[config.mk]
export PLATFORM = sky130hd
export DESIGN_NAME = integer_to_radix_digits_flat
export DESIGN_NICKNAME = d
export VERILOG_FILES = /design/src/sv/itr_pkg.sv /design/src/sv/itr_if.sv /design/src/sv/integer_to_radix_digits.sv /design/src/sv/itr_div.sv /design/src/sv/itr_abc.sv /design/src/flat_wrapper.sv
export SDC_FILE = /design/constraint.sdc
export NUM_CORES = 1
export LEC_CHECK = 0
export ABC_AREA = 1
export BUFFER_PORTS_ARGS = -buffer_cell sky130_fd_sc_hd__buf_2
export CORE_MARGIN = 2
export CORE_UTILIZATION = 50
export DETAILED_ROUTE_END_ITERATION = 10
export PLACE_DENSITY_LB_ADDON = 0.12
export SKIP_CTS_REPAIR_TIMING = 1
export SLEW_MARGIN = 20
export SYNTH_ARGS = -nofsm -noshare
export SYNTH_HDL_FRONTEND = slang
export SYNTH_SLANG_ARGS = --single-unit
[constraint.sdc]
create_clock -name clk -period 3.33 [get_ports clk]
set_clock_uncertainty 0.1 [all_clocks]
set_input_delay 0.1665 -clock clk [delete_from_list [all_inputs] [get_ports clk]]
set_output_delay 0.1665 -clock clk [all_outputs]
set_load 0.005 [all_outputs]
[src/sv/itr_pkg.sv]
`default_nettype none
// ----------------------------------------------------------------------------
// itr_pkg
// Shared types, constants and helpers for the integer to radix text converter.
// ----------------------------------------------------------------------------
package itr_pkg;

  localparam int MAX_BASE_DEF    = 16;
  localparam int VALUE_WIDTH_DEF = 32;
  localparam int ALPHA_W         = 128;
  localparam int CFG_DATA_W      = 64;
  localparam int LEN_W           = 5;
  localparam int DIGIT_W         = 4;

  localparam logic [7:0] CHAR_MINUS = 8'h2D;
  localparam logic [7:0] CHAR_PLUS  = 8'h2B;

  typedef enum logic [1:0] {
    REG_DIGITS_LOW  = 2'd0,
    REG_DIGITS_HIGH = 2'd1,
    REG_BASE_LEN    = 2'd2
  } cfg_reg_t;

  typedef enum logic [1:0] {
    ST_IDLE,
    ST_CONV,
    ST_SIGN,
    ST_EMIT
  } state_t;

  typedef struct packed {
    logic               busy;
    logic               dig_valid;
    logic [DIGIT_W-1:0] dig;
  } div_stat_t;

  typedef struct packed {
    logic busy;
    logic ok;
  } abc_stat_t;

  function automatic logic [7:0] alpha_char(input logic [ALPHA_W-1:0] alpha,
                                            input logic [DIGIT_W-1:0] k);
    return alpha[k*8 +: 8];
  endfunction

endpackage
`default_nettype wire

[src/sv/itr_if.sv]
`default_nettype none
// ----------------------------------------------------------------------------
// itr_if
// Valid/ready channels: number input, character output and register writes.
// ----------------------------------------------------------------------------
interface itr_in_if #(parameter int W = 32) ();
  logic                valid;
  logic                ready;
  logic signed [W-1:0] value;
  modport source (output valid, output value, input ready);
  modport sink   (input valid, input value, output ready);
endinterface

interface itr_out_if ();
  logic       valid;
  logic       ready;
  logic [7:0] text_char;
  logic       last_char;
  modport source (output valid, output text_char, output last_char, input ready);
  modport sink   (input valid, input text_char, input last_char, output ready);
endinterface

interface itr_cfg_if ();
  logic        valid;
  logic        ready;
  logic [1:0]  index;
  logic [63:0] data;
  modport source (output valid, output index, output data, input ready);
  modport sink   (input valid, input index, input data, output ready);
endinterface
`default_nettype wire

[src/sv/integer_to_radix_digits.sv]
`default_nettype none
// ----------------------------------------------------------------------------
// integer_to_radix_digits
// Signed integer to text in a configurable radix and digit alphabet.
// ----------------------------------------------------------------------------
// One number is taken at a time. After acceptance the bit-serial divider
// shifts through all VALUE_WIDTH quotient bits per digit (least significant
// digit first, stored in a small digit stack) while the alphabet checker
// walks all MAX_BASE positions alongside; conversion ends when both are
// done. Unless stalled, characters leave at one per cycle (sign first
// for negatives, digits most significant first, last_char on the final one).
// A number is dropped with no output if base_length is outside 2..MAX_BASE
// (then the input is free again on the next cycle) or if the alphabet holds
// a zero byte, '-', '+' or a repeated character. Register writes are taken
// at any time but must only be issued while no number is in progress.
// ----------------------------------------------------------------------------
module integer_to_radix_digits #(
  parameter int VALUE_WIDTH = itr_pkg::VALUE_WIDTH_DEF,
  parameter int MAX_BASE    = itr_pkg::MAX_BASE_DEF
) (
  input  wire logic clk,
  input  wire logic rst_n,
  itr_in_if.sink    in_ch,
  itr_out_if.source out_ch,
  itr_cfg_if.sink   cfg_ch
);
  import itr_pkg::*;

  localparam int PW = (VALUE_WIDTH > 1) ? $clog2(VALUE_WIDTH) : 1;
  localparam int NW = $clog2(VALUE_WIDTH + 1);

  state_t state_r, state_nxt;

  logic [CFG_DATA_W-1:0]  digits_low_r, digits_high_r;
  logic [LEN_W-1:0]       base_len_r;
  logic [ALPHA_W-1:0]     alpha;

  logic                   neg_r;
  logic [NW-1:0]          nd_r;
  logic [PW-1:0]          rd_ptr_r;
  logic [DIGIT_W-1:0]     digit_mem [VALUE_WIDTH];

  logic                   out_valid_r;
  logic [7:0]             out_char_r;
  logic                   out_last_r;

  logic                   in_acc, len_ok, start, out_free;
  logic                   conv_done, load_sign, load_dig;
  logic [VALUE_WIDTH-1:0] raw, mag;

  div_stat_t div_stat;
  abc_stat_t abc_stat;

  assign alpha    = {digits_high_r, digits_low_r};
  assign raw      = in_ch.value;
  assign mag      = raw[VALUE_WIDTH-1] ? (~raw + 1'b1) : raw;
  assign in_acc   = in_ch.valid && in_ch.ready;
  assign len_ok   = (base_len_r >= LEN_W'(2)) && (base_len_r <= LEN_W'(MAX_BASE));
  assign start    = in_acc && len_ok;
  assign out_free = !out_valid_r || out_ch.ready;
  assign conv_done = !div_stat.busy && !abc_stat.busy;

  itr_div #(
    .VALUE_WIDTH(VALUE_WIDTH)
  ) u_div (
    .clk   (clk),
    .rst_n (rst_n),
    .start (start),
    .mag   (mag),
    .radix (base_len_r),
    .stat  (div_stat)
  );

  itr_abc #(
    .MAX_BASE(MAX_BASE)
  ) u_abc (
    .clk   (clk),
    .rst_n (rst_n),
    .start (start),
    .alpha (alpha),
    .len   (base_len_r),
    .stat  (abc_stat)
  );

  // next state
  always_comb begin
    state_nxt = state_r;
    case (state_r)
      ST_IDLE: begin
        if (start) state_nxt = ST_CONV;
      end
      ST_CONV: begin
        if (conv_done) begin
          if (!abc_stat.ok) state_nxt = ST_IDLE;
          else if (neg_r)   state_nxt = ST_SIGN;
          else              state_nxt = ST_EMIT;
        end
      end
      ST_SIGN: begin
        if (out_free) state_nxt = ST_EMIT;
      end
      ST_EMIT: begin
        if (out_free && (rd_ptr_r == '0)) state_nxt = ST_IDLE;
      end
      default: state_nxt = ST_IDLE;
    endcase
  end

  // state outputs
  always_comb begin
    in_ch.ready = 1'b0;
    load_sign   = 1'b0;
    load_dig    = 1'b0;
    case (state_r)
      ST_IDLE: in_ch.ready = 1'b1;
      ST_SIGN: load_sign   = out_free;
      ST_EMIT: load_dig    = out_free;
      default: ;
    endcase
  end

  always_ff @(posedge clk) begin
    if (!rst_n) begin
      state_r       <= ST_IDLE;
      digits_low_r  <= '0;
      digits_high_r <= '0;
      base_len_r    <= '0;
      out_valid_r   <= 1'b0;
      nd_r          <= '0;
    end else begin
      state_r <= state_nxt;
      if (cfg_ch.valid && cfg_ch.ready) begin
        case (cfg_reg_t'(cfg_ch.index))
          REG_DIGITS_LOW:  digits_low_r  <= cfg_ch.data;
          REG_DIGITS_HIGH: digits_high_r <= cfg_ch.data;
          REG_BASE_LEN:    base_len_r    <= cfg_ch.data[LEN_W-1:0];
          default: ;
        endcase
      end
      if (load_sign || load_dig) out_valid_r <= 1'b1;
      else if (out_ch.ready)     out_valid_r <= 1'b0;
      if (start)                   nd_r <= '0;
      else if (div_stat.dig_valid) nd_r <= nd_r + 1'b1;
    end
  end

  always_ff @(posedge clk) begin
    if (start) neg_r <= raw[VALUE_WIDTH-1];
    if (div_stat.dig_valid) digit_mem[nd_r[PW-1:0]] <= div_stat.dig;
    if (state_r == ST_CONV) rd_ptr_r <= PW'(nd_r - 1'b1);
    else if (load_dig)      rd_ptr_r <= rd_ptr_r - 1'b1;
    if (load_sign) begin
      out_char_r <= CHAR_MINUS;
      out_last_r <= 1'b0;
    end else if (load_dig) begin
      out_char_r <= alpha_char(alpha, digit_mem[rd_ptr_r]);
      out_last_r <= (rd_ptr_r == '0);
    end
  end

  assign cfg_ch.ready     = 1'b1;
  assign out_ch.valid     = out_valid_r;
  assign out_ch.text_char = out_char_r;
  assign out_ch.last_char = out_last_r;

endmodule
`default_nettype wire

[src/sv/itr_div.sv]
`default_nettype none
// ----------------------------------------------------------------------------
// itr_div
// Bit-serial restoring divider: one quotient bit per cycle, one digit per
// full pass over VALUE_WIDTH bits, repeated on the quotient until it is zero.
// ----------------------------------------------------------------------------
module itr_div #(
  parameter int VALUE_WIDTH = itr_pkg::VALUE_WIDTH_DEF
) (
  input  wire logic                          clk,
  input  wire logic                          rst_n,
  input  wire logic                          start,
  input  wire logic [VALUE_WIDTH-1:0]        mag,
  input  wire logic [itr_pkg::LEN_W-1:0]     radix,
  output itr_pkg::div_stat_t                 stat
);
  import itr_pkg::*;

  localparam int CW = (VALUE_WIDTH > 1) ? $clog2(VALUE_WIDTH) : 1;

  logic                   busy_r, busy_nxt;
  logic [CW-1:0]          cnt_r, cnt_nxt;
  logic [VALUE_WIDTH-1:0] q_r, q_nxt;
  logic [DIGIT_W-1:0]     rem_r, rem_nxt, rem_step;
  logic [LEN_W-1:0]       trial, trial_sub;
  logic                   ge, digit_end;

  always_comb begin
    trial     = {rem_r, q_r[VALUE_WIDTH-1]};
    ge        = (trial >= radix);
    trial_sub = trial - radix;
    rem_step  = ge ? trial_sub[DIGIT_W-1:0] : trial[DIGIT_W-1:0];
    digit_end = busy_r && (cnt_r == CW'(VALUE_WIDTH - 1));

    busy_nxt = busy_r;
    cnt_nxt  = cnt_r;
    q_nxt    = q_r;
    rem_nxt  = rem_r;
    if (start) begin
      busy_nxt = 1'b1;
      cnt_nxt  = '0;
      q_nxt    = mag;
      rem_nxt  = '0;
    end else if (busy_r) begin
      q_nxt = {q_r[VALUE_WIDTH-2:0], ge};
      if (digit_end) begin
        cnt_nxt  = '0;
        rem_nxt  = '0;
        busy_nxt = (q_nxt != '0);
      end else begin
        cnt_nxt = cnt_r + 1'b1;
        rem_nxt = rem_step;
      end
    end
  end

  always_ff @(posedge clk) begin
    if (!rst_n) begin
      busy_r <= 1'b0;
      cnt_r  <= '0;
    end else begin
      busy_r <= busy_nxt;
      cnt_r  <= cnt_nxt;
    end
    q_r   <= q_nxt;
    rem_r <= rem_nxt;
  end

  assign stat.busy      = busy_r;
  assign stat.dig_valid = digit_end;
  assign stat.dig       = rem_step;

endmodule
`default_nettype wire

[src/sv/itr_abc.sv]
`default_nettype none
// ----------------------------------------------------------------------------
// itr_abc
// Alphabet checker: walks the characters one per cycle, flagging reserved
// bytes and any repeat of the current character further up the alphabet.
// ----------------------------------------------------------------------------
module itr_abc #(
  parameter int MAX_BASE = itr_pkg::MAX_BASE_DEF
) (
  input  wire logic                          clk,
  input  wire logic                          rst_n,
  input  wire logic                          start,
  input  wire logic [itr_pkg::ALPHA_W-1:0]   alpha,
  input  wire logic [itr_pkg::LEN_W-1:0]     len,
  output itr_pkg::abc_stat_t                 stat
);
  import itr_pkg::*;

  localparam int IW = $clog2(MAX_BASE);

  logic          busy_r, busy_nxt;
  logic          err_r, err_nxt;
  logic [IW-1:0] idx_r, idx_nxt;
  logic [7:0]    cur;
  logic          active, bad, dup;

  always_comb begin
    cur    = alpha_char(alpha, DIGIT_W'(idx_r));
    active = (LEN_W'(idx_r) < len);
    bad    = active && ((cur == 8'h00) || (cur == CHAR_MINUS) || (cur == CHAR_PLUS));
    dup    = 1'b0;
    for (int b = 0; b < MAX_BASE; b++) begin
      if ((DIGIT_W'(b) > DIGIT_W'(idx_r)) && (LEN_W'(b) < len) &&
          (alpha_char(alpha, DIGIT_W'(b)) == cur)) begin
        dup = 1'b1;
      end
    end

    busy_nxt = busy_r;
    err_nxt  = err_r;
    idx_nxt  = idx_r;
    if (start) begin
      busy_nxt = 1'b1;
      err_nxt  = 1'b0;
      idx_nxt  = '0;
    end else if (busy_r) begin
      err_nxt = err_r | bad | dup;
      if (idx_r == IW'(MAX_BASE - 1)) begin
        busy_nxt = 1'b0;
      end else begin
        idx_nxt = idx_r + 1'b1;
      end
    end
  end

  always_ff @(posedge clk) begin
    if (!rst_n) begin
      busy_r <= 1'b0;
      err_r  <= 1'b0;
      idx_r  <= '0;
    end else begin
      busy_r <= busy_nxt;
      err_r  <= err_nxt;
      idx_r  <= idx_nxt;
    end
  end

  assign stat.busy = busy_r;
  assign stat.ok   = !err_r;

endmodule
`default_nettype wire

[src/flat_wrapper.sv]
// flat-port wrapper written by rule: the top's interface ports become plain ports
module integer_to_radix_digits_flat import itr_pkg::*;
#(
  parameter int VALUE_WIDTH = itr_pkg::VALUE_WIDTH_DEF,
  parameter int MAX_BASE    = itr_pkg::MAX_BASE_DEF
)
  (clk, rst_n, in_ch_valid, in_ch_value, in_ch_ready, out_ch_valid, out_ch_text_char, out_ch_last_char, out_ch_ready, cfg_ch_valid, cfg_ch_index, cfg_ch_data, cfg_ch_ready);
  itr_in_if in_ch_i ();
  itr_out_if out_ch_i ();
  itr_cfg_if cfg_ch_i ();
  input  wire logic clk;
  input  wire logic rst_n;
  input wire logic [$bits(in_ch_i.valid)-1:0] in_ch_valid;
  input wire logic [$bits(in_ch_i.value)-1:0] in_ch_value;
  output wire logic [$bits(in_ch_i.ready)-1:0] in_ch_ready;
  output wire logic [$bits(out_ch_i.valid)-1:0] out_ch_valid;
  output wire logic [$bits(out_ch_i.text_char)-1:0] out_ch_text_char;
  output wire logic [$bits(out_ch_i.last_char)-1:0] out_ch_last_char;
  input wire logic [$bits(out_ch_i.ready)-1:0] out_ch_ready;
  input wire logic [$bits(cfg_ch_i.valid)-1:0] cfg_ch_valid;
  input wire logic [$bits(cfg_ch_i.index)-1:0] cfg_ch_index;
  input wire logic [$bits(cfg_ch_i.data)-1:0] cfg_ch_data;
  output wire logic [$bits(cfg_ch_i.ready)-1:0] cfg_ch_ready;
  assign in_ch_i.valid = in_ch_valid;
  assign in_ch_i.value = in_ch_value;
  assign in_ch_ready = in_ch_i.ready;
  assign out_ch_valid = out_ch_i.valid;
  assign out_ch_text_char = out_ch_i.text_char;
  assign out_ch_last_char = out_ch_i.last_char;
  assign out_ch_i.ready = out_ch_ready;
  assign cfg_ch_i.valid = cfg_ch_valid;
  assign cfg_ch_i.index = cfg_ch_index;
  assign cfg_ch_i.data = cfg_ch_data;
  assign cfg_ch_ready = cfg_ch_i.ready;
  integer_to_radix_digits #(.VALUE_WIDTH(VALUE_WIDTH), .MAX_BASE(MAX_BASE)) u_core (.clk(clk), .rst_n(rst_n), .in_ch(in_ch_i), .out_ch(out_ch_i), .cfg_ch(cfg_ch_i));
endmodule
==> results of run 1 <==
## power by group
group,internal (uW),total [uW],switching [uW]
clock network,2310,4090,1780
logic,2610,8570,5960
registers,5090,5350,261
total,10000,18000,8000
## Yosys cell counts, types with 12 or more instances
cell type,instances
sky130_fd_sc_hd__a21oi_1,168
sky130_fd_sc_hd__buf_2,26
sky130_fd_sc_hd__buf_4,23
sky130_fd_sc_hd__buf_6,15
sky130_fd_sc_hd__clkbuf_1,72
sky130_fd_sc_hd__dfxtp_1,171
sky130_fd_sc_hd__edfxtp_1,166
sky130_fd_sc_hd__ha_1,19
sky130_fd_sc_hd__inv_1,220
sky130_fd_sc_hd__nand2_1,620
sky130_fd_sc_hd__nand3_1,291
sky130_fd_sc_hd__nor2_1,255
sky130_fd_sc_hd__nor3_1,21
sky130_fd_sc_hd__o211ai_1,12
sky130_fd_sc_hd__o21ai_0,269
sky130_fd_sc_hd__o21ai_1,15
sky130_fd_sc_hd__o22ai_1,22
sky130_fd_sc_hd__xnor2_1,14
sky130_fd_sc_hd__xor2_1,52
## worst max-delay path: cells and delay by family, from the launching register on
kind	cells	cell delay [ns]
DFF	1	0.53
AOI/OAI and AO/OA	1	0.12
buffers and inverters	3	0.60
and+or+nand+nor	15	1.80
## flip-flops by register name, indices dropped and copies added, names as in the netlist, 4 cells and up, named ones only
register,cells
u_core.u_div.q_r,32
u_core.u_div.rem_r,4
u_core.digit_mem,128
u_core.rd_ptr_r,5
u_core.out_ch.text_char,8
u_core.base_len_r,5
u_core.u_div.cnt_r,5
u_core.digits_high_r,64
u_core.digits_low_r,64
u_core.u_abc.idx_r,4
u_core.nd_r,5
## metrics by stage
step	area (um^2)	hold WS (ns)	setup WS, ns	utilization, %
detailed placement	20210	0.3393	0.1991	53.79
finish	22370	-0.07440	0.1051	59.52
floorplan	19000	0.1654	-0.05719	-
CTS	21400	-0.2682	0.1943	56.95
global route	22370	-0.01532	0.03639	59.52
global placement	20210	0.3422	0.1887	53.79
## per-layer routing
layer  routed length (um)  GRT usage, %  vias to the layer above
met5                   78         1.277                        -
met4                 2666         12.66                        4
met3                 6974         7.274                      144
met2                30030         51.10                      993
met1                31040         51.06                     8686
li1                     -             -                     8862
## cell usage in the layout, fill, tap and decap left out, drive strengths merged, types with 7 or more instances in the layout
cell         instances
a21oi              169
buf                199
clkbuf              49
clkinv              15
dfxtp              171
dlygate4sd3         93
edfxtp             166
ha                  19
inv                229
nand2              633
nand3              296
nor2               262
nor3                22
nor4                12
o211ai              12
o21ai              288
o221ai               7
o22ai               22
xnor2               14
xor2                57
## kinds of logic after synthesis
| logic type | count (synthesis) | synth area share (%) |
|---|---|---|
| XOR/XNOR | 71 | 3.470 |
| AO/OA/AOI/OAI | 513 | 14.28 |
| multiplexers | 1 | 0.05925 |
| flip-flops | 337 | 44.24 |
| buffers and inverters | 372 | 8.730 |
| other | 1 | 0.01973 |
| adder cells (fa/ha/maj) | 20 | 1.356 |
| AND/OR/NAND/NOR | 1242 | 27.84 |
## cell type report
cell class / count / share of cell area (%)
clock buffer: 49 / 4.492
clock inverter: 17 / 0.8223
inverter: 230 / 3.876
multi-input combinational: 1848 / 40.09
sequential: 337 / 37.60
tap: 511 / 2.858
timing repair buffer: 292 / 10.26
## worst max path at each step
stage | depth (start not counted) | end | startpoint
2_1_floorplan | 6 | u_core.digit_mem[0][3] | u_core.base_len_r[2]
3_3_place_gp | 20 | u_core.u_abc.err_r | u_core.u_abc.idx_r[2]
3_5_place_dp | 20 | u_core.u_abc.err_r | u_core.u_abc.idx_r[2]
4_1_cts | 20 | u_core.u_abc.err_r | u_core.u_abc.idx_r[2]
5_1_grt | 19 | u_core.u_abc.err_r | u_core.u_abc.idx_r[1]
6_report | 19 | u_core.u_abc.err_r | u_core.u_abc.idx_r[1]
==> flow_metrics.tcl, run 1 <==
set metrics [dict create \
    status "finished, violations left" \
    violated_checks "negative hold slack" \
    buffer_ports.inserted 113 \
    htree_num_levels 2 \
    report.power.total_uw 18010 \
    total_congestion_overflow 0 \
    maxClockFrequency_mhz 310.1 \
    postSynthCellCount 2557 \
    global_router_s_overall_resource_usage_pct 35.06 \
    slowest_delay_ns 0.53 \
    clockRootBuffer "sky130_fd_sc_hd__clkbuf_16" \
    clock_path_buffers 3 \
    tightestPinTransition_ns 0.8980 \
    worst_ep_arrival_time_ns 3.63 \
    mappedNetlistArea_um2 19000 \
    multi_input_area_um2 8967 \
    synth.yosys.seq_area_share_pct 44.24 \
    rr_worst_depth 19 \
    tns_ns 0 \
    timing.critical_path.to_type "flop" \
    route.detailed.drc 0 \
    wl_per_cell_um 21.55 \
    crit-reg2reg-capture "u_core.u_abc.err_r" \
    worst_path_most_repeated_cell "sky130_fd_sc_hd__nand2_1" \
    fin_hold_ws_ns -0.07440 \
    min_path_type "input pin to flop" \
    final_setup_vio_count 0 \
    critical_path.startpoint_type "flop" \
    drt_wl_total_um 70790 \
    clock_sink_count 337 \
    grt_antenna_before_repair 1 \
    design.core.area_um2 37580 \
    synth_seq_cells 337 \
    clkTransAtPathRegs_ns 0.06 \
    cell_type_contributing_the_most_total_cell_area_after_synthesis "sky130_fd_sc_hd__edfxtp_1" \
    ys.flop_type "sky130_fd_sc_hd__dfxtp_1" \
    cp_cell_sequence "inv_2 -> nand3_1 -> nand2_1 -> nand2_1 -> nand2_1 -> inv_1 -> nand2_1 -> buf_4 -> nand2_1 -> nand2_1 -> nor2_1 -> nand3_1 -> nor2_1 -> nor2_1 -> nand2_1 -> nor2_1 -> nand2_1 -> nand2_1 -> a21oi_2" \
    cp_max_fo 18 \
    timing_max_transition_violations_final 0 \
    detailed_place_hpwl_um 50490 \
    grt_setup_unrepaired "false" \
    design.die.area_um2 39590 \
    worst_ep_required_time_ns 3.74 \
    pwr_density_cell_nw_per_um2 805.3 \
    min_period_ns 3.225 \
    whs_endpoint "u_core.u_div.q_r[5]" \
    die_height_um 199.0 \
    synth.top_cells.by_area "sky130_fd_sc_hd__edfxtp_1 26%, sky130_fd_sc_hd__dfxtp_1 18%, sky130_fd_sc_hd__nand2_1 12%" \
    timing.slew.headroom_pct 39.37 \
    ys_types 58 \
    min_period_over_period_pct 96.84 \
    layout.area.seq_um2 8411 \
    drv_cap 0 \
    io-pin-count 115 \
    antenna_left 0 \
    clock_latency_ns 0.59 \
    timing.setup.critical_path_class "flop to flop" \
    synth_top_area_share_pct 26.23 \
    whs_path_depth 3 \
    final_weighted_congestion_in_routability_driven_placement 1.075 \
    finish.net_count 2869 \
    yosys_warnings 0 \
    numPlacedInstances 3122 \
    synth-async-reset-ratio_pct 0 \
    worstReg2RegStart "u_core.u_abc.idx_r[1]" \
    fp-row-count 71 \
    fill_cells 3505 \
    antenna-diode-count 0 \
    flow.area_growth_from_synthesis_pct 17.70 \
    initial_utilization_pct 50.57 \
    share_of_final_layout_standard_cells_stronger_than_drive_strength_1_pct 11.22 \
    synth_area_per_inst_um2 7.432 \
    reg2reg_setup_slack_ns 0.11 \
    number_of_clock_buffers_inserted_by_tritoncts 37 \
    leakagePower_uw 0.009477 \
    grt_max_degree 83 \
    hold_viol 5 \
    worst_hold_startpoint "in_ch_value[5]" \
    cpMaxStageDelayCell "sky130_fd_sc_hd__dfxtp_1" \
    avgViaCountPerCell 5.691 \
    grt_pass1_wl_um 103200 \
    finalNonFillerCells 3284 \
    vdd_ir_drop_max_uv 1025 \
    vias_in_the_first_global_route 16910 \
    synth_nets 2680 \
    clock_tree_from_tritoncts "built" \
    die_width_um 199.0 \
    vias 18690 \
    detail_route.first_pass.iterations 6 \
    synth_enable_flop_cells 166 \
    drtIter0Drc 2022 \
]
(Power assumes the default switching activity.)
==> inputs of run 2 (changes only) <==
Settings changed: CTS_BUF_LIST from default to sky130_fd_sc_hd__clkbuf_4, SKIP_CTS_REPAIR_TIMING 1 to default.
==> run 2 against run 1 <==
Net effect:
- the flow now finishes without violations
- routed wire length rose by 2.2%
- non-clock buffer count rose by 46
- utilization rose by 1.2 points
- register-to-register slack gained 0.05 ns
- cell count up 4.4%
- critical path depth did not move
- maximum frequency increased by 1.5%
- clock-buffer cell count up 85
- critical path type unchanged
- largest cell class unchanged
==> flow_metrics.tcl, run 2 (synthesis gave the netlist of run 1 again) <==
set metrics [dict create \
    min_period_over_period_pct 95.39 \
    clockRootBuffer "sky130_fd_sc_hd__clkbuf_4" \
    hold_viol 0 \
    htree_num_levels 3 \
    final_cell_mix "619 x sky130_fd_sc_hd__nand2_1, 290 x sky130_fd_sc_hd__nand3_1, 265 x sky130_fd_sc_hd__o21ai_0" \
    seq_power_share_pct 30.1 \
    grt_pass1_wl_um 107300 \
    worst_slack_ns 0.1536 \
    timing.critical_path.to_type "flop" \
    preCtsSetupSlack_ns 0.1991 \
    grt_antenna_before_repair 2 \
    total_congestion_overflow 0 \
    drt_wl_total_um 72330 \
    clkTransAtPathRegs_ns 0.08 \
    whs_path_depth 4 \
    status "complete, no violations" \
    postLayoutCoreUtil_pct 60.77 \
    min_period_ns 3.176 \
    number_of_clock_buffers_inserted_by_tritoncts 90 \
    clock_latency_ns 0.84 \
    grt_setup_unrepaired "false" \
    wl_per_cell_um 21.09 \
    avgViaCountPerCell 5.665 \
    initial_utilization_pct 50.57 \
    postCtsSetupBuffers 0 \
    cpMaxStageDelayCell "sky130_fd_sc_hd__dfxtp_1" \
    cp_max_fo 18 \
    global_router_s_overall_resource_usage_pct 36.49 \
    drv_cap 0 \
    fp-row-count 71 \
    vdd_ir_drop_max_uv 960.4 \
    io-pin-count 115 \
    report.power.total_uw 17810 \
    largest_reg_flops 128 \
    route.detailed.drc 0 \
    pwr_density_cell_nw_per_um2 779.9 \
    tightestPinTransition_ns 0.9094 \
    finish.net_count 2968 \
    timing.setup.critical_path_class "flop to flop" \
    clock_tree_from_tritoncts "built" \
    final_weighted_congestion_in_routability_driven_placement 1.075 \
    grt_max_degree 83 \
    antenna_left 0 \
    buffer_ports.inserted 113 \
    vias 19430 \
    timing_max_transition_violations_final 0 \
    worst_ep_arrival_time_ns 3.85 \
    swShare_pct 45.54 \
    worst_ep_required_time_ns 4.00 \
    detailed_place_hpwl_um 50490 \
    switching_power_uw 8111 \
    flow.area_growth_from_synthesis_pct 20.17 \
    leakagePower_uw 0.009801 \
    die_width_um 199.0 \
    die_height_um 199.0 \
    critical_path.startpoint_type "flop" \
    rr_worst_depth 19 \
    final_common_cell "sky130_fd_sc_hd__nand2_1" \
    fill_cells 3458 \
    power.internal_uw 9700 \
    share_of_final_layout_standard_cells_stronger_than_drive_strength_1_pct 13.78 \
    clock_path_buffers 3 \
    pwr-share-clk_pct 21.2 \
    min_path_type "input pin to flop" \
    vias_in_the_first_global_route 18130 \
    combinationalPowerShare_pct 48.8 \
    design.core.area_um2 37580 \
    cp_cell_sequence "inv_2 -> nand3_1 -> nand2_1 -> nand2_1 -> nand2_1 -> inv_1 -> nand2_1 -> buf_4 -> nand2_1 -> nand2_1 -> nor2_1 -> nand3_1 -> nor2_1 -> nor2_1 -> nand2_1 -> nor2_1 -> nand2_1 -> nand2_1 -> a21oi_2" \
    clock_sink_count 337 \
    design.die.area_um2 39590 \
    worst_path_most_repeated_cell "sky130_fd_sc_hd__nand2_1" \
    final_setup_vio_count 0 \
    drtIter0Drc 2061 \
    tns_ns 0 \
    maxClockFrequency_mhz 314.8 \
    detail_route.first_pass.iterations 6 \
    timing.slew.headroom_pct 39.15 \
    slowest_delay_ns 0.52 \
]
[run 2: cell types whose count changed in the layout (fill, tap and decap cells not counted), moves of 2 or more]
cell                            previous run  this run
sky130_fd_sc_hd__diode_2                   0         2
sky130_fd_sc_hd__clkbuf_4                  1       134
sky130_fd_sc_hd__clkbuf_8                  3         0
sky130_fd_sc_hd__clkbuf_16                37         0
sky130_fd_sc_hd__clkinv_2                  4         2
sky130_fd_sc_hd__clkinv_1                  8        23
sky130_fd_sc_hd__dlygate4sd3_1            93       142
sky130_fd_sc_hd__nor3_1                   21        19
sky130_fd_sc_hd__clkbuf_1                  8         0
sky130_fd_sc_hd__buf_4                    75        73
sky130_fd_sc_hd__inv_6                     0         3
[run 2: layout make-up]
class / instances / area, um^2 / share of cell area [%]
diodes: 2 / 5.005 / 0.02192
clock buffers: 134 / 1006 / 4.405
clock inverters: 30 / 170.2 / 0.7451
inverters: 230 / 867.1 / 3.797
multi-input cells: 1848 / 8989 / 39.36
flip-flops and latches: 337 / 8411 / 36.83
well taps: 511 / 639.4 / 2.800
repair buffers: 338 / 2750 / 12.04
[run 2: final timing paths]
path	start	end	slack [ns]
max	u_core.u_abc.idx_r[1]	u_core.u_abc.err_r	0.15
min reg2reg	u_core.u_div.cnt_r[4]	u_core.u_div.cnt_r[4]	0.38
min	cfg_ch_data[53]	u_core.digits_high_r[53]	0.1
max reg2reg	u_core.u_abc.idx_r[1]	u_core.u_abc.err_r	0.15
[run 2: what timing repair did]
| action | 4_1_cts | 5_1_grt |
|---|---|---|
| resized for setup | 0 | 4 |
| endpoints found under the setup margin | 0 | 3 |
| hold endpoints to repair | 182 | 0 |
| hold buffers | 142 | 0 |
[run 2: power by group through the flow]
stage | Sequential, uW | Clock, uW | Combinational, uW
2_1_floorplan | 5360 | 0 | 5260
3_3_place_gp | 5430 | 0 | 8160
3_5_place_dp | 5430 | 0 | 8220
4_1_cts | 5350 | 3840 | 8410
5_1_grt | 5380 | 4060 | 9330
6_report | 5350 | 3770 | 8690
[run 2: critical path: cells and delay by family, from the launching register on]
kind	cells	cell delay, ns
buffers and inverters	3	0.59
and+or+nand+nor	15	1.80
AOI/OAI and AO/OA	1	0.11
DFF	1	0.52
[run 2: metal layers]
metal	global-route usage [%]	vias to the layer above	part of all wire (%)
met5	1.277	-	0.11
met4	14.84	4	3.5
met3	7.748	145	9.8
met2	54.42	1059	43
met1	51.37	9085	43
li1	-	9139	-
[run 2: through the flow]
| step | hold slack (ns) | instances | instance area, um^2 |
|---|---|---|---|
| floorplan | 0.1654 | 2557 | 19000 |
| global placement | 0.3422 | 3122 | 20210 |
| detailed placement | 0.3393 | 3122 | 20210 |
| CTS | 0.03541 | 3428 | 22810 |
| global route | 0.1049 | 3430 | 22840 |
| finish | 0.09587 | 3430 | 22840 |
